==> src/scfp_pkg.sv <==
// ----------------------------------------------------------------------------
// scfp_pkg
// Shared widths, types and controller/datapath handshake structs for the
// square-root continued-fraction period block.
// ----------------------------------------------------------------------------
package scfp_pkg;

  localparam int VALUE_WIDTH  = 16;
  localparam int PERIOD_WIDTH = 12;

  // root of a VALUE_WIDTH-bit number
  localparam int HALF_W = (VALUE_WIDTH + 1) / 2;
  // m <= r, d and a <= 2r
  localparam int DW     = HALF_W + 1;
  localparam int PROD_W = 2 * DW;
  // partial remainder for both the root and the divider
  localparam int REM_W  = HALF_W + 2;
  localparam int NSH_W  = 2 * HALF_W;
  localparam int CNT_W  = $clog2(VALUE_WIDTH);

  localparam int IN_TDATA_W  = ((VALUE_WIDTH + 7) / 8) * 8;
  localparam int OUT_TDATA_W = ((PERIOD_WIDTH + 2 + 7) / 8) * 8;

  typedef logic [VALUE_WIDTH-1:0]  value_t;
  typedef logic [NSH_W-1:0]        nsh_t;
  typedef logic [HALF_W-1:0]       root_t;
  typedef logic [DW-1:0]           dw_t;
  typedef logic [PROD_W-1:0]       prod_t;
  typedef logic [REM_W-1:0]        rem_t;
  typedef logic [PERIOD_WIDTH-1:0] period_t;
  typedef logic [CNT_W-1:0]        cnt_t;
  typedef logic [IN_TDATA_W-1:0]   in_tdata_t;
  typedef logic [OUT_TDATA_W-1:0]  out_tdata_t;

  localparam period_t PERIOD_MAX = '1;

  // controller -> datapath
  typedef struct packed {
    logic load_in;      // latch n, clear root engine
    logic sqrt_step;    // one root digit
    logic init_cf;      // m=0, d=1, a=r, count=0
    logic mul_da;       // prod = d*a
    logic sub_m;        // m = prod - m
    logic mul_mm;       // prod = m*m
    logic div_load_num; // dividend = n - prod
    logic div_load_rm;  // dividend = r + m
    logic div_step;     // one quotient bit
    logic set_d;        // d = quotient
    logic set_a_inc;    // a = quotient, count++
    logic set_sat;      // mark saturated
    logic out_load;     // load result register
  } cmd_t;

  // datapath -> controller
  typedef struct packed {
    logic sq_zero;    // root remainder is zero: perfect square
    logic q_zero;     // quotient is zero
    logic a_close;    // quotient equals 2r
    logic count_last; // next increment reaches the saturation value
  } stat_t;

endpackage

==> src/scfp_ctrl.sv <==
// ----------------------------------------------------------------------------
// scfp_ctrl
// Sequencer: root digits, per-term multiply/subtract/divide steps, result
// hand-off and output valid.
// ----------------------------------------------------------------------------
module scfp_ctrl (
  input  logic             clk,
  input  logic             rst_n,
  input  logic             in_tvalid,
  output logic             in_tready,
  output logic             out_tvalid,
  input  logic             out_tready,
  input  scfp_pkg::stat_t  stat,
  output scfp_pkg::cmd_t   cmd
);

  typedef enum logic [11:0] {
    S_IDLE  = 12'b0000_0000_0001,
    S_SQRT  = 12'b0000_0000_0010,
    S_SQCHK = 12'b0000_0000_0100,
    S_MULA  = 12'b0000_0000_1000,
    S_SUBM  = 12'b0000_0001_0000,
    S_MULB  = 12'b0000_0010_0000,
    S_LDN   = 12'b0000_0100_0000,
    S_DIVN  = 12'b0000_1000_0000,
    S_SETD  = 12'b0001_0000_0000,
    S_DIVA  = 12'b0010_0000_0000,
    S_SETA  = 12'b0100_0000_0000,
    S_DONE  = 12'b1000_0000_0000
  } state_t;

  state_t         state_r, state_nxt;
  scfp_pkg::cnt_t cnt_r, cnt_nxt;
  logic           out_valid_r, out_valid_nxt;

  assign in_tready  = (state_r == S_IDLE);
  assign out_tvalid = out_valid_r;

  always_comb begin
    cmd           = '0;
    state_nxt     = state_r;
    cnt_nxt       = cnt_r;
    out_valid_nxt = out_valid_r && !out_tready;
    case (state_r)
      S_IDLE: begin
        if (in_tvalid) begin
          cmd.load_in = 1'b1;
          cnt_nxt     = scfp_pkg::cnt_t'(scfp_pkg::HALF_W - 1);
          state_nxt   = S_SQRT;
        end
      end
      S_SQRT: begin
        cmd.sqrt_step = 1'b1;
        if (cnt_r == '0) begin
          state_nxt = S_SQCHK;
        end else begin
          cnt_nxt = cnt_r - 1'b1;
        end
      end
      S_SQCHK: begin
        cmd.init_cf = 1'b1;
        state_nxt   = stat.sq_zero ? S_DONE : S_MULA;
      end
      S_MULA: begin
        cmd.mul_da = 1'b1;
        state_nxt  = S_SUBM;
      end
      S_SUBM: begin
        cmd.sub_m = 1'b1;
        state_nxt = S_MULB;
      end
      S_MULB: begin
        cmd.mul_mm = 1'b1;
        state_nxt  = S_LDN;
      end
      S_LDN: begin
        cmd.div_load_num = 1'b1;
        cnt_nxt          = scfp_pkg::cnt_t'(scfp_pkg::VALUE_WIDTH - 1);
        state_nxt        = S_DIVN;
      end
      S_DIVN: begin
        cmd.div_step = 1'b1;
        if (cnt_r == '0) begin
          state_nxt = S_SETD;
        end else begin
          cnt_nxt = cnt_r - 1'b1;
        end
      end
      S_SETD: begin
        cmd.set_d = 1'b1;
        if (stat.q_zero) begin
          // zero denominator: report as an unclosed expansion
          cmd.set_sat = 1'b1;
          state_nxt   = S_DONE;
        end else begin
          cmd.div_load_rm = 1'b1;
          cnt_nxt         = scfp_pkg::cnt_t'(scfp_pkg::VALUE_WIDTH - 1);
          state_nxt       = S_DIVA;
        end
      end
      S_DIVA: begin
        cmd.div_step = 1'b1;
        if (cnt_r == '0) begin
          state_nxt = S_SETA;
        end else begin
          cnt_nxt = cnt_r - 1'b1;
        end
      end
      S_SETA: begin
        cmd.set_a_inc = 1'b1;
        if (stat.a_close) begin
          state_nxt = S_DONE;
        end else if (stat.count_last) begin
          cmd.set_sat = 1'b1;
          state_nxt   = S_DONE;
        end else begin
          state_nxt = S_MULA;
        end
      end
      S_DONE: begin
        if (!out_valid_r || out_tready) begin
          cmd.out_load  = 1'b1;
          out_valid_nxt = 1'b1;
          state_nxt     = S_IDLE;
        end
      end
      default: begin
        state_nxt = S_IDLE;
      end
    endcase
  end

  always_ff @(posedge clk) begin
    if (!rst_n) begin
      state_r     <= S_IDLE;
      cnt_r       <= '0;
      out_valid_r <= 1'b0;
    end else begin
      state_r     <= state_nxt;
      cnt_r       <= cnt_nxt;
      out_valid_r <= out_valid_nxt;
    end
  end

endmodule

==> src/scfp_dp.sv <==
// ----------------------------------------------------------------------------
// scfp_dp
// Datapath: digit-serial integer root, shared multiplier, bit-serial
// restoring divider, term registers and the result register.
// ----------------------------------------------------------------------------
module scfp_dp (
  input  logic               clk,
  input  scfp_pkg::value_t   in_value,
  input  scfp_pkg::cmd_t     cmd,
  output scfp_pkg::stat_t    stat,
  output scfp_pkg::period_t  out_period_length,
  output logic               out_odd_period,
  output logic               out_perfect_square
);

  scfp_pkg::value_t  n_r, n_nxt;
  scfp_pkg::nsh_t    nsh_r, nsh_nxt;
  scfp_pkg::rem_t    srem_r, srem_nxt;
  scfp_pkg::root_t   root_r, root_nxt;
  scfp_pkg::root_t   m_r, m_nxt;
  scfp_pkg::dw_t     d_r, d_nxt;
  scfp_pkg::dw_t     a_r, a_nxt;
  scfp_pkg::prod_t   prod_r, prod_nxt;
  scfp_pkg::value_t  q_r, q_nxt;
  scfp_pkg::rem_t    drem_r, drem_nxt;
  scfp_pkg::period_t count_r, count_nxt;
  logic              sat_r, sat_nxt;
  logic              sq_r, sq_nxt;
  scfp_pkg::period_t oper_r, oper_nxt;
  logic              oodd_r, oodd_nxt;
  logic              osq_r, osq_nxt;

  // root digit: bring down two bits, try (root<<2)|1
  scfp_pkg::rem_t  s_cat, s_trial;
  logic            s_ge;
  // divider step
  scfp_pkg::rem_t  d_sh, d_div;
  logic            d_ge;
  scfp_pkg::dw_t   qd;

  assign s_cat   = scfp_pkg::rem_t'({srem_r, nsh_r[scfp_pkg::NSH_W-1 -: 2]});
  assign s_trial = scfp_pkg::rem_t'({root_r, 2'b01});
  assign s_ge    = (s_cat >= s_trial);

  assign d_sh  = {drem_r[scfp_pkg::REM_W-2:0], q_r[scfp_pkg::VALUE_WIDTH-1]};
  assign d_div = scfp_pkg::rem_t'(d_r);
  assign d_ge  = (d_sh >= d_div);

  assign qd = scfp_pkg::dw_t'(q_r);

  assign stat.sq_zero    = (srem_r == '0);
  assign stat.q_zero     = (qd == '0);
  assign stat.a_close    = (qd == {root_r, 1'b0});
  assign stat.count_last = (count_r == scfp_pkg::PERIOD_MAX - 1'b1);

  assign out_period_length  = oper_r;
  assign out_odd_period     = oodd_r;
  assign out_perfect_square = osq_r;

  always_comb begin
    n_nxt     = n_r;
    nsh_nxt   = nsh_r;
    srem_nxt  = srem_r;
    root_nxt  = root_r;
    m_nxt     = m_r;
    d_nxt     = d_r;
    a_nxt     = a_r;
    prod_nxt  = prod_r;
    q_nxt     = q_r;
    drem_nxt  = drem_r;
    count_nxt = count_r;
    sat_nxt   = sat_r;
    sq_nxt    = sq_r;
    oper_nxt  = oper_r;
    oodd_nxt  = oodd_r;
    osq_nxt   = osq_r;

    if (cmd.load_in) begin
      n_nxt    = in_value;
      nsh_nxt  = scfp_pkg::nsh_t'(in_value);
      srem_nxt = '0;
      root_nxt = '0;
    end
    if (cmd.sqrt_step) begin
      srem_nxt = s_ge ? (s_cat - s_trial) : s_cat;
      root_nxt = {root_r[scfp_pkg::HALF_W-2:0], s_ge};
      nsh_nxt  = nsh_r << 2;
    end
    if (cmd.init_cf) begin
      m_nxt     = '0;
      d_nxt     = scfp_pkg::dw_t'(1);
      a_nxt     = scfp_pkg::dw_t'(root_r);
      count_nxt = '0;
      sat_nxt   = 1'b0;
      sq_nxt    = (srem_r == '0);
    end
    if (cmd.mul_da) begin
      prod_nxt = scfp_pkg::prod_t'(d_r) * scfp_pkg::prod_t'(a_r);
    end
    if (cmd.sub_m) begin
      m_nxt = scfp_pkg::root_t'(prod_r - scfp_pkg::prod_t'(m_r));
    end
    if (cmd.mul_mm) begin
      prod_nxt = scfp_pkg::prod_t'(m_r) * scfp_pkg::prod_t'(m_r);
    end
    if (cmd.div_load_num) begin
      q_nxt    = n_r - scfp_pkg::value_t'(prod_r);
      drem_nxt = '0;
    end
    if (cmd.div_load_rm) begin
      q_nxt    = scfp_pkg::value_t'(scfp_pkg::dw_t'(root_r) + scfp_pkg::dw_t'(m_r));
      drem_nxt = '0;
    end
    if (cmd.div_step) begin
      drem_nxt = d_ge ? (d_sh - d_div) : d_sh;
      q_nxt    = {q_r[scfp_pkg::VALUE_WIDTH-2:0], d_ge};
    end
    if (cmd.set_d) begin
      d_nxt = qd;
    end
    if (cmd.set_a_inc) begin
      a_nxt     = qd;
      count_nxt = count_r + 1'b1;
    end
    if (cmd.set_sat) begin
      sat_nxt = 1'b1;
    end
    if (cmd.out_load) begin
      oper_nxt = sat_r ? scfp_pkg::PERIOD_MAX : count_r;
      oodd_nxt = !sat_r && count_r[0];
      osq_nxt  = sq_r;
    end
  end

  always_ff @(posedge clk) begin
    n_r     <= n_nxt;
    nsh_r   <= nsh_nxt;
    srem_r  <= srem_nxt;
    root_r  <= root_nxt;
    m_r     <= m_nxt;
    d_r     <= d_nxt;
    a_r     <= a_nxt;
    prod_r  <= prod_nxt;
    q_r     <= q_nxt;
    drem_r  <= drem_nxt;
    count_r <= count_nxt;
    sat_r   <= sat_nxt;
    sq_r    <= sq_nxt;
    oper_r  <= oper_nxt;
    oodd_r  <= oodd_nxt;
    osq_r   <= osq_nxt;
  end

endmodule

==> src/sqrt_continued_fraction_period.sv <==
// ----------------------------------------------------------------------------
// sqrt_continued_fraction_period
// Period length of the continued fraction of sqrt(n), with odd-period and
// perfect-square flags, computed in exact integer arithmetic.
// ----------------------------------------------------------------------------
//
//  channel | dir | tdata fields (lsb first)                         | per request
//  --------+-----+--------------------------------------------------+------------
//  in_*    | in  | value[15:0]                                      | one n
//  out_*   | out | period_length[11:0], odd_period, perfect_square, | one result
//          |     | 2 zero pad bits                                  |
//
// Per request the sequencer computes the root, checks it and hands off the
// result, and for each continued-fraction term multiplies, subtracts,
// multiplies and divides twice. The bit-serial divider (one quotient bit a cycle,
// run twice per term) dominates; the root engine takes one digit a cycle.
// Reset (rst_n low, synchronous) returns the sequencer to idle and drops
// out_tvalid. One request is worked at a time; a finished result sits in the
// output register, so the next request is taken while it waits on out_tready.
// A stalled output only holds the block once the next result is ready.
//
module sqrt_continued_fraction_period (
  input  logic                        clk,
  input  logic                        rst_n,
  input  logic                        in_tvalid,
  output logic                        in_tready,
  input  scfp_pkg::in_tdata_t         in_tdata,   // [15:0] value
  output logic                        out_tvalid,
  input  logic                        out_tready,
  output scfp_pkg::out_tdata_t        out_tdata   // [11:0] period_length,
                                                  // [12] odd_period,
                                                  // [13] perfect_square,
                                                  // [15:14] zero
);

  scfp_pkg::cmd_t    cmd;
  scfp_pkg::stat_t   stat;
  scfp_pkg::period_t period_length;
  logic              odd_period;
  logic              perfect_square;

  scfp_ctrl u_ctrl (
    .clk        (clk),
    .rst_n      (rst_n),
    .in_tvalid  (in_tvalid),
    .in_tready  (in_tready),
    .out_tvalid (out_tvalid),
    .out_tready (out_tready),
    .stat       (stat),
    .cmd        (cmd)
  );

  // bits of in_tdata above the value field are ignored
  scfp_dp u_dp (
    .clk                (clk),
    .in_value           (scfp_pkg::value_t'(in_tdata)),
    .cmd                (cmd),
    .stat               (stat),
    .out_period_length  (period_length),
    .out_odd_period     (odd_period),
    .out_perfect_square (perfect_square)
  );

  assign out_tdata = scfp_pkg::out_tdata_t'({perfect_square, odd_period, period_length});

endmodule

==> config.mk <==
export PLATFORM = sky130hd
export DESIGN_NAME = sqrt_continued_fraction_period
export DESIGN_NICKNAME = d
export VERILOG_FILES = /design/src/scfp_pkg.sv /design/src/scfp_ctrl.sv /design/src/scfp_dp.sv /design/src/sqrt_continued_fraction_period.sv
export SDC_FILE = /design/constraint.sdc
export NUM_CORES = 1
export LEC_CHECK = 0
export BUFFER_PORTS_ARGS = -buffer_cell sky130_fd_sc_hd__buf_2
export CAP_MARGIN = 25
export CORE_MARGIN = 2
export CORE_UTILIZATION = 30
export CTS_BUF_LIST = sky130_fd_sc_hd__clkbuf_8
export DETAILED_ROUTE_END_ITERATION = 7
export GPL_TIMING_DRIVEN = 0
export PLACE_DENSITY = 0.49
export SYNTH_ARGS = -nofsm -noshare
export SYNTH_HDL_FRONTEND = slang
export SYNTH_SLANG_ARGS = --single-unit
export TNS_END_PERCENT = 1
==> constraint.sdc <==
create_clock -name clk -period 4.2 [get_ports clk]
set_input_delay 0.42 -clock clk [delete_from_list [all_inputs] [get_ports clk]]
set_output_delay 0.42 -clock clk [all_outputs]
set_load 0.05 [all_outputs]
==> reports/metrics.yaml <==
fill_cells: 4505
async_reset_ff_share_pct: 0
r2r_slack_ns: -0.16
synthMuxAreaShare_pct: 1.819
power_frac_clock_pct: 29.5
wl_per_cell_um: 16.35
htreeDepth: 4
post-route-drc-count: 0
synth_seq_area_share_pct: 34.77
clock_latency_ns: 0.47
synth_common_cells: "183 x inv_1, 142 x edfxtp_1, 134 x nor2_1, 113 x ha_1, 87 x nand2_1"
cts-root-buf: "clkbuf_8"
place.gp.congestion: 0.8681
finalHoldViolations: 0
final_max_slew_viol_count: 0
hold_ws_ns: 0.1420
holdPathStages: 1
yosysTopAreaCellShare_pct: 31.79
vdd_ir_drop_max_v: 0.0002215
min_to: "u_dp.n_r[2]"
die_area_um2: 46430
ys_types: 81
cp.arrival_ns: 4.58
drtPass1Iterations: 5
dpl.cell_count: 1998
post-dp-hpwl_um: 25170
drt-initial-drc-count: 526
reg2reg_from: "u_dp.d_r[8]"
finalNonFillerCells: 2112
synth_compound_area_share_pct: 11.52
min_from: "in_tdata[2]"
switching_share_pct: 31.35
rows: 77
fin_ws_ns: -0.1641
final.setup_skew_ns: 0.01749
die_y_um: 215.5
critPathRequiredTime_ns: 4.41
r2r-end: "u_dp.prod_r[15]"
internal_power_w: 0.002852
hold_class: "input pin to flop"
violations: "setup timing"
grt_pass1_wl_um: 55500
synthAdderAreaFrac_pct: 22.18
start_util_pct: 30.34
tns_ns: -0.5788
portBuffers: 34
path_max_fanout: 7
ys_ff_latch: 162
min_period_ns: 4.364
maxCapViolations: 0
grt_pass1_vias: 10300
io-pin-count: 38
ant_nets: 0
antenna_found_initial: 0
core_area_um2: 44220
switchingPower_w: 0.001303
synth-xor-area-share_pct: 4.701
seqPwrFrac_pct: 46.2
gr-total-overflow: 0
syn_area_um2: 13420
clk_pin_slew_ns: 0.10
synth_top_area_cell: "edfxtp_1"
die_w_um: 215.5
end_kind: "flop"
cts_tree: "built"
grt_setup_unrepaired: "true"
yosysMostFrequentCell: "inv_1"
relSlewSlack_pct: 37.18
fin_nets: 1718
path_class: "flop to flop"
post-route-period-util_pct: 103.9
startpoint_type: "flop"
vias_per_cell: 4.783
setup_viol_count_final: 5
wirelength_um: 34540
reg2regPathDepth: 16
n_antenna_cell: 0
cts_buffer_depth: 2
synth_edf_count: 142
num_vias: 10100
p_leak_nw: 6.820
area_growth_pct: 19.24
yosysWarnings: 0
drive_gt1_share_pct: 20.79
max_freq_mhz: 229.1
grt_usage_pct: 15.07
netlist_instances: 1369
synthSimpleGateAreaFrac_pct: 17.73
syn_area_per_cell_um2: 9.799
clkSinkCount: 162
tightest_slew_ns: 0.9388
numCtsBuffers: 17
grt_max_degree: 33
ys_top_cells_by_area: "edfxtp_1 32%, fa_1 12%, ha_1 11%"
outcome: "complete, but fails checks"
ys.flop_type: "edfxtp_1"
powerDensity_nw_per_um2: 259.7
synth_top_family_by_area: "adder cells"
p_comb_share_pct: 24.3
-- registers in the layout (all words and copies together), names as in the netlist, 10 cells and up --
name,count
u_ctrl.state_r,12
u_dp.count_r,12
u_dp.n_r,16
u_dp.nsh_r,16
u_dp.out_period_length,12
u_dp.prod_r,16
u_dp.q_r,16
u_dp.srem_r,10
-- stage by stage --
step           power [W]  worst slack [ns]  util [%]  cell area, µm²
3_3_place_gp    0.002860            -1.104     32.52           14380
3_5_place_dp    0.002868           -0.7972     32.59           14410
6_report        0.004155           -0.1641     36.17           16000
5_1_grt         0.004387           -0.2884     36.17           16000
4_1_cts         0.004139           -0.2557     35.16           15550
2_1_floorplan   0.002636         -0.003900         -           13470
-- cells by family after synthesis --
logic type	Yosys count
simple gates	461
buf+inv	231
compound gates	228
fa+ha+maj	191
flops	162
xor+xnor	72
mux	23
other cells	1
-- layout make-up --
class / instances / area [µm²] / share of cell area (%)
Clock inverter: 15 / 172.7 / 1.079
Inverter: 184 / 709.4 / 4.435
Clock buffer: 17 / 234.0 / 1.463
Multi-Input combinational cell: 977 / 8250 / 51.58
Timing Repair Buffer: 127 / 954.7 / 5.968
Tap cell: 592 / 740.7 / 4.630
Sequential cell: 162 / 4664 / 29.16
Buffer: 38 / 270.3 / 1.689
-- how the worst max path moves through the flow --
stage / start / endpoint / slack, ns
5_1_grt: u_dp.m_r[4] / u_dp.prod_r[12] / -0.29
3_3_place_gp: u_ctrl.state_r[0] / u_dp.drem_r[5] / -1.10
4_1_cts: u_dp.m_r[2] / u_dp.prod_r[12] / -0.26
2_1_floorplan: u_dp.m_r[5] / u_dp.prod_r[12] / -0.004
6_report: u_dp.d_r[8] / u_dp.prod_r[15] / -0.16
3_5_place_dp: u_dp.d_r[1] / u_dp.prod_r[15] / -0.80
-- routing by layer --
layer / wire [µm] / part of all wire (%) / GRT usage (%)
met1: 16980 / 49 / 21.09
met2: 16210 / 47 / 24.58
met3: 762 / 2.2 / 1.832
met4: 580 / 1.7 / 4.115
met5: 0 / 0 / 0
-- worst max-delay path, cell delays in order, from the launching register on --
cell	delay, ns
edfxtp_1	0.53
buf_6	0.16
nand2_2	0.04
fa_1	0.47
inv_1	0.05
fa_1	0.49
fa_1	0.56
inv_2	0.05
fa_1	0.55
inv_2	0.06
ha_4	0.29
o211ai_1	0.11
a21oi_1	0.20
o21ai_2	0.10
a21oi_2	0.19
xnor2_2	0.15
mux2i_1	0.10
-- cells in the final DEF, fill, tap and decap left out, types with 9 or more instances in the layout --
master / netlist / routed
and3_1: 13 / 13
buf_4: 6 / 73
a31oi_1: 10 / 9
a21o_1: 11 / 11
o21ai_0: 53 / 43
mux2i_1: 12 / 12
o21a_1: 12 / 12
edfxtp_1: 142 / 142
and2_4: 0 / 9
dfxtp_1: 20 / 20
a22o_1: 17 / 17
a211oi_1: 23 / 18
nand4_1: 11 / 11
clkbuf_1: 27 / 16
fa_1: 78 / 71
or3_1: 13 / 13
nand2b_1: 11 / 10
nor2_1: 134 / 126
nor3_1: 29 / 27
ha_1: 113 / 99
xor2_1: 31 / 29
nand2_1: 87 / 83
nor4_1: 9 / 9
buf_2: 4 / 40
nand3_1: 30 / 29
clkbuf_8: 6 / 24
buf_6: 1 / 23
xnor2_1: 41 / 35
and2_1: 56 / 47
inv_2: 0 / 15
mux2_2: 11 / 11
nor2b_1: 11 / 10
inv_1: 183 / 163
or2_2: 18 / 18
ha_4: 0 / 12
a21oi_1: 42 / 40
-- repair_timing --
| action | CTS | global route |
|---|---|---|
| gates resized for setup | 64 | 74 |
| buffers inserted | 70 | 21 |
| setup endpoints to repair | 9 | 7 |
| hold buffers | 0 | 0 |
| endpoints found under the hold margin | 0 | 0 |
| pin swaps | 30 | 73 |
-- power groups by stage --
stage,Clock (W),Combinational [W],Sequential (W)
after global routing,0.00132,0.00114,0.00193
after CTS,0.00125,0.000966,0.00192
final,0.00123,0.00101,0.00192
after global placement,0,0.000903,0.00196
after detailed placement,0,0.000913,0.00196
after floorplan,0,0.000709,0.00193
Note: power is estimated with default switching activity, not from simulation.
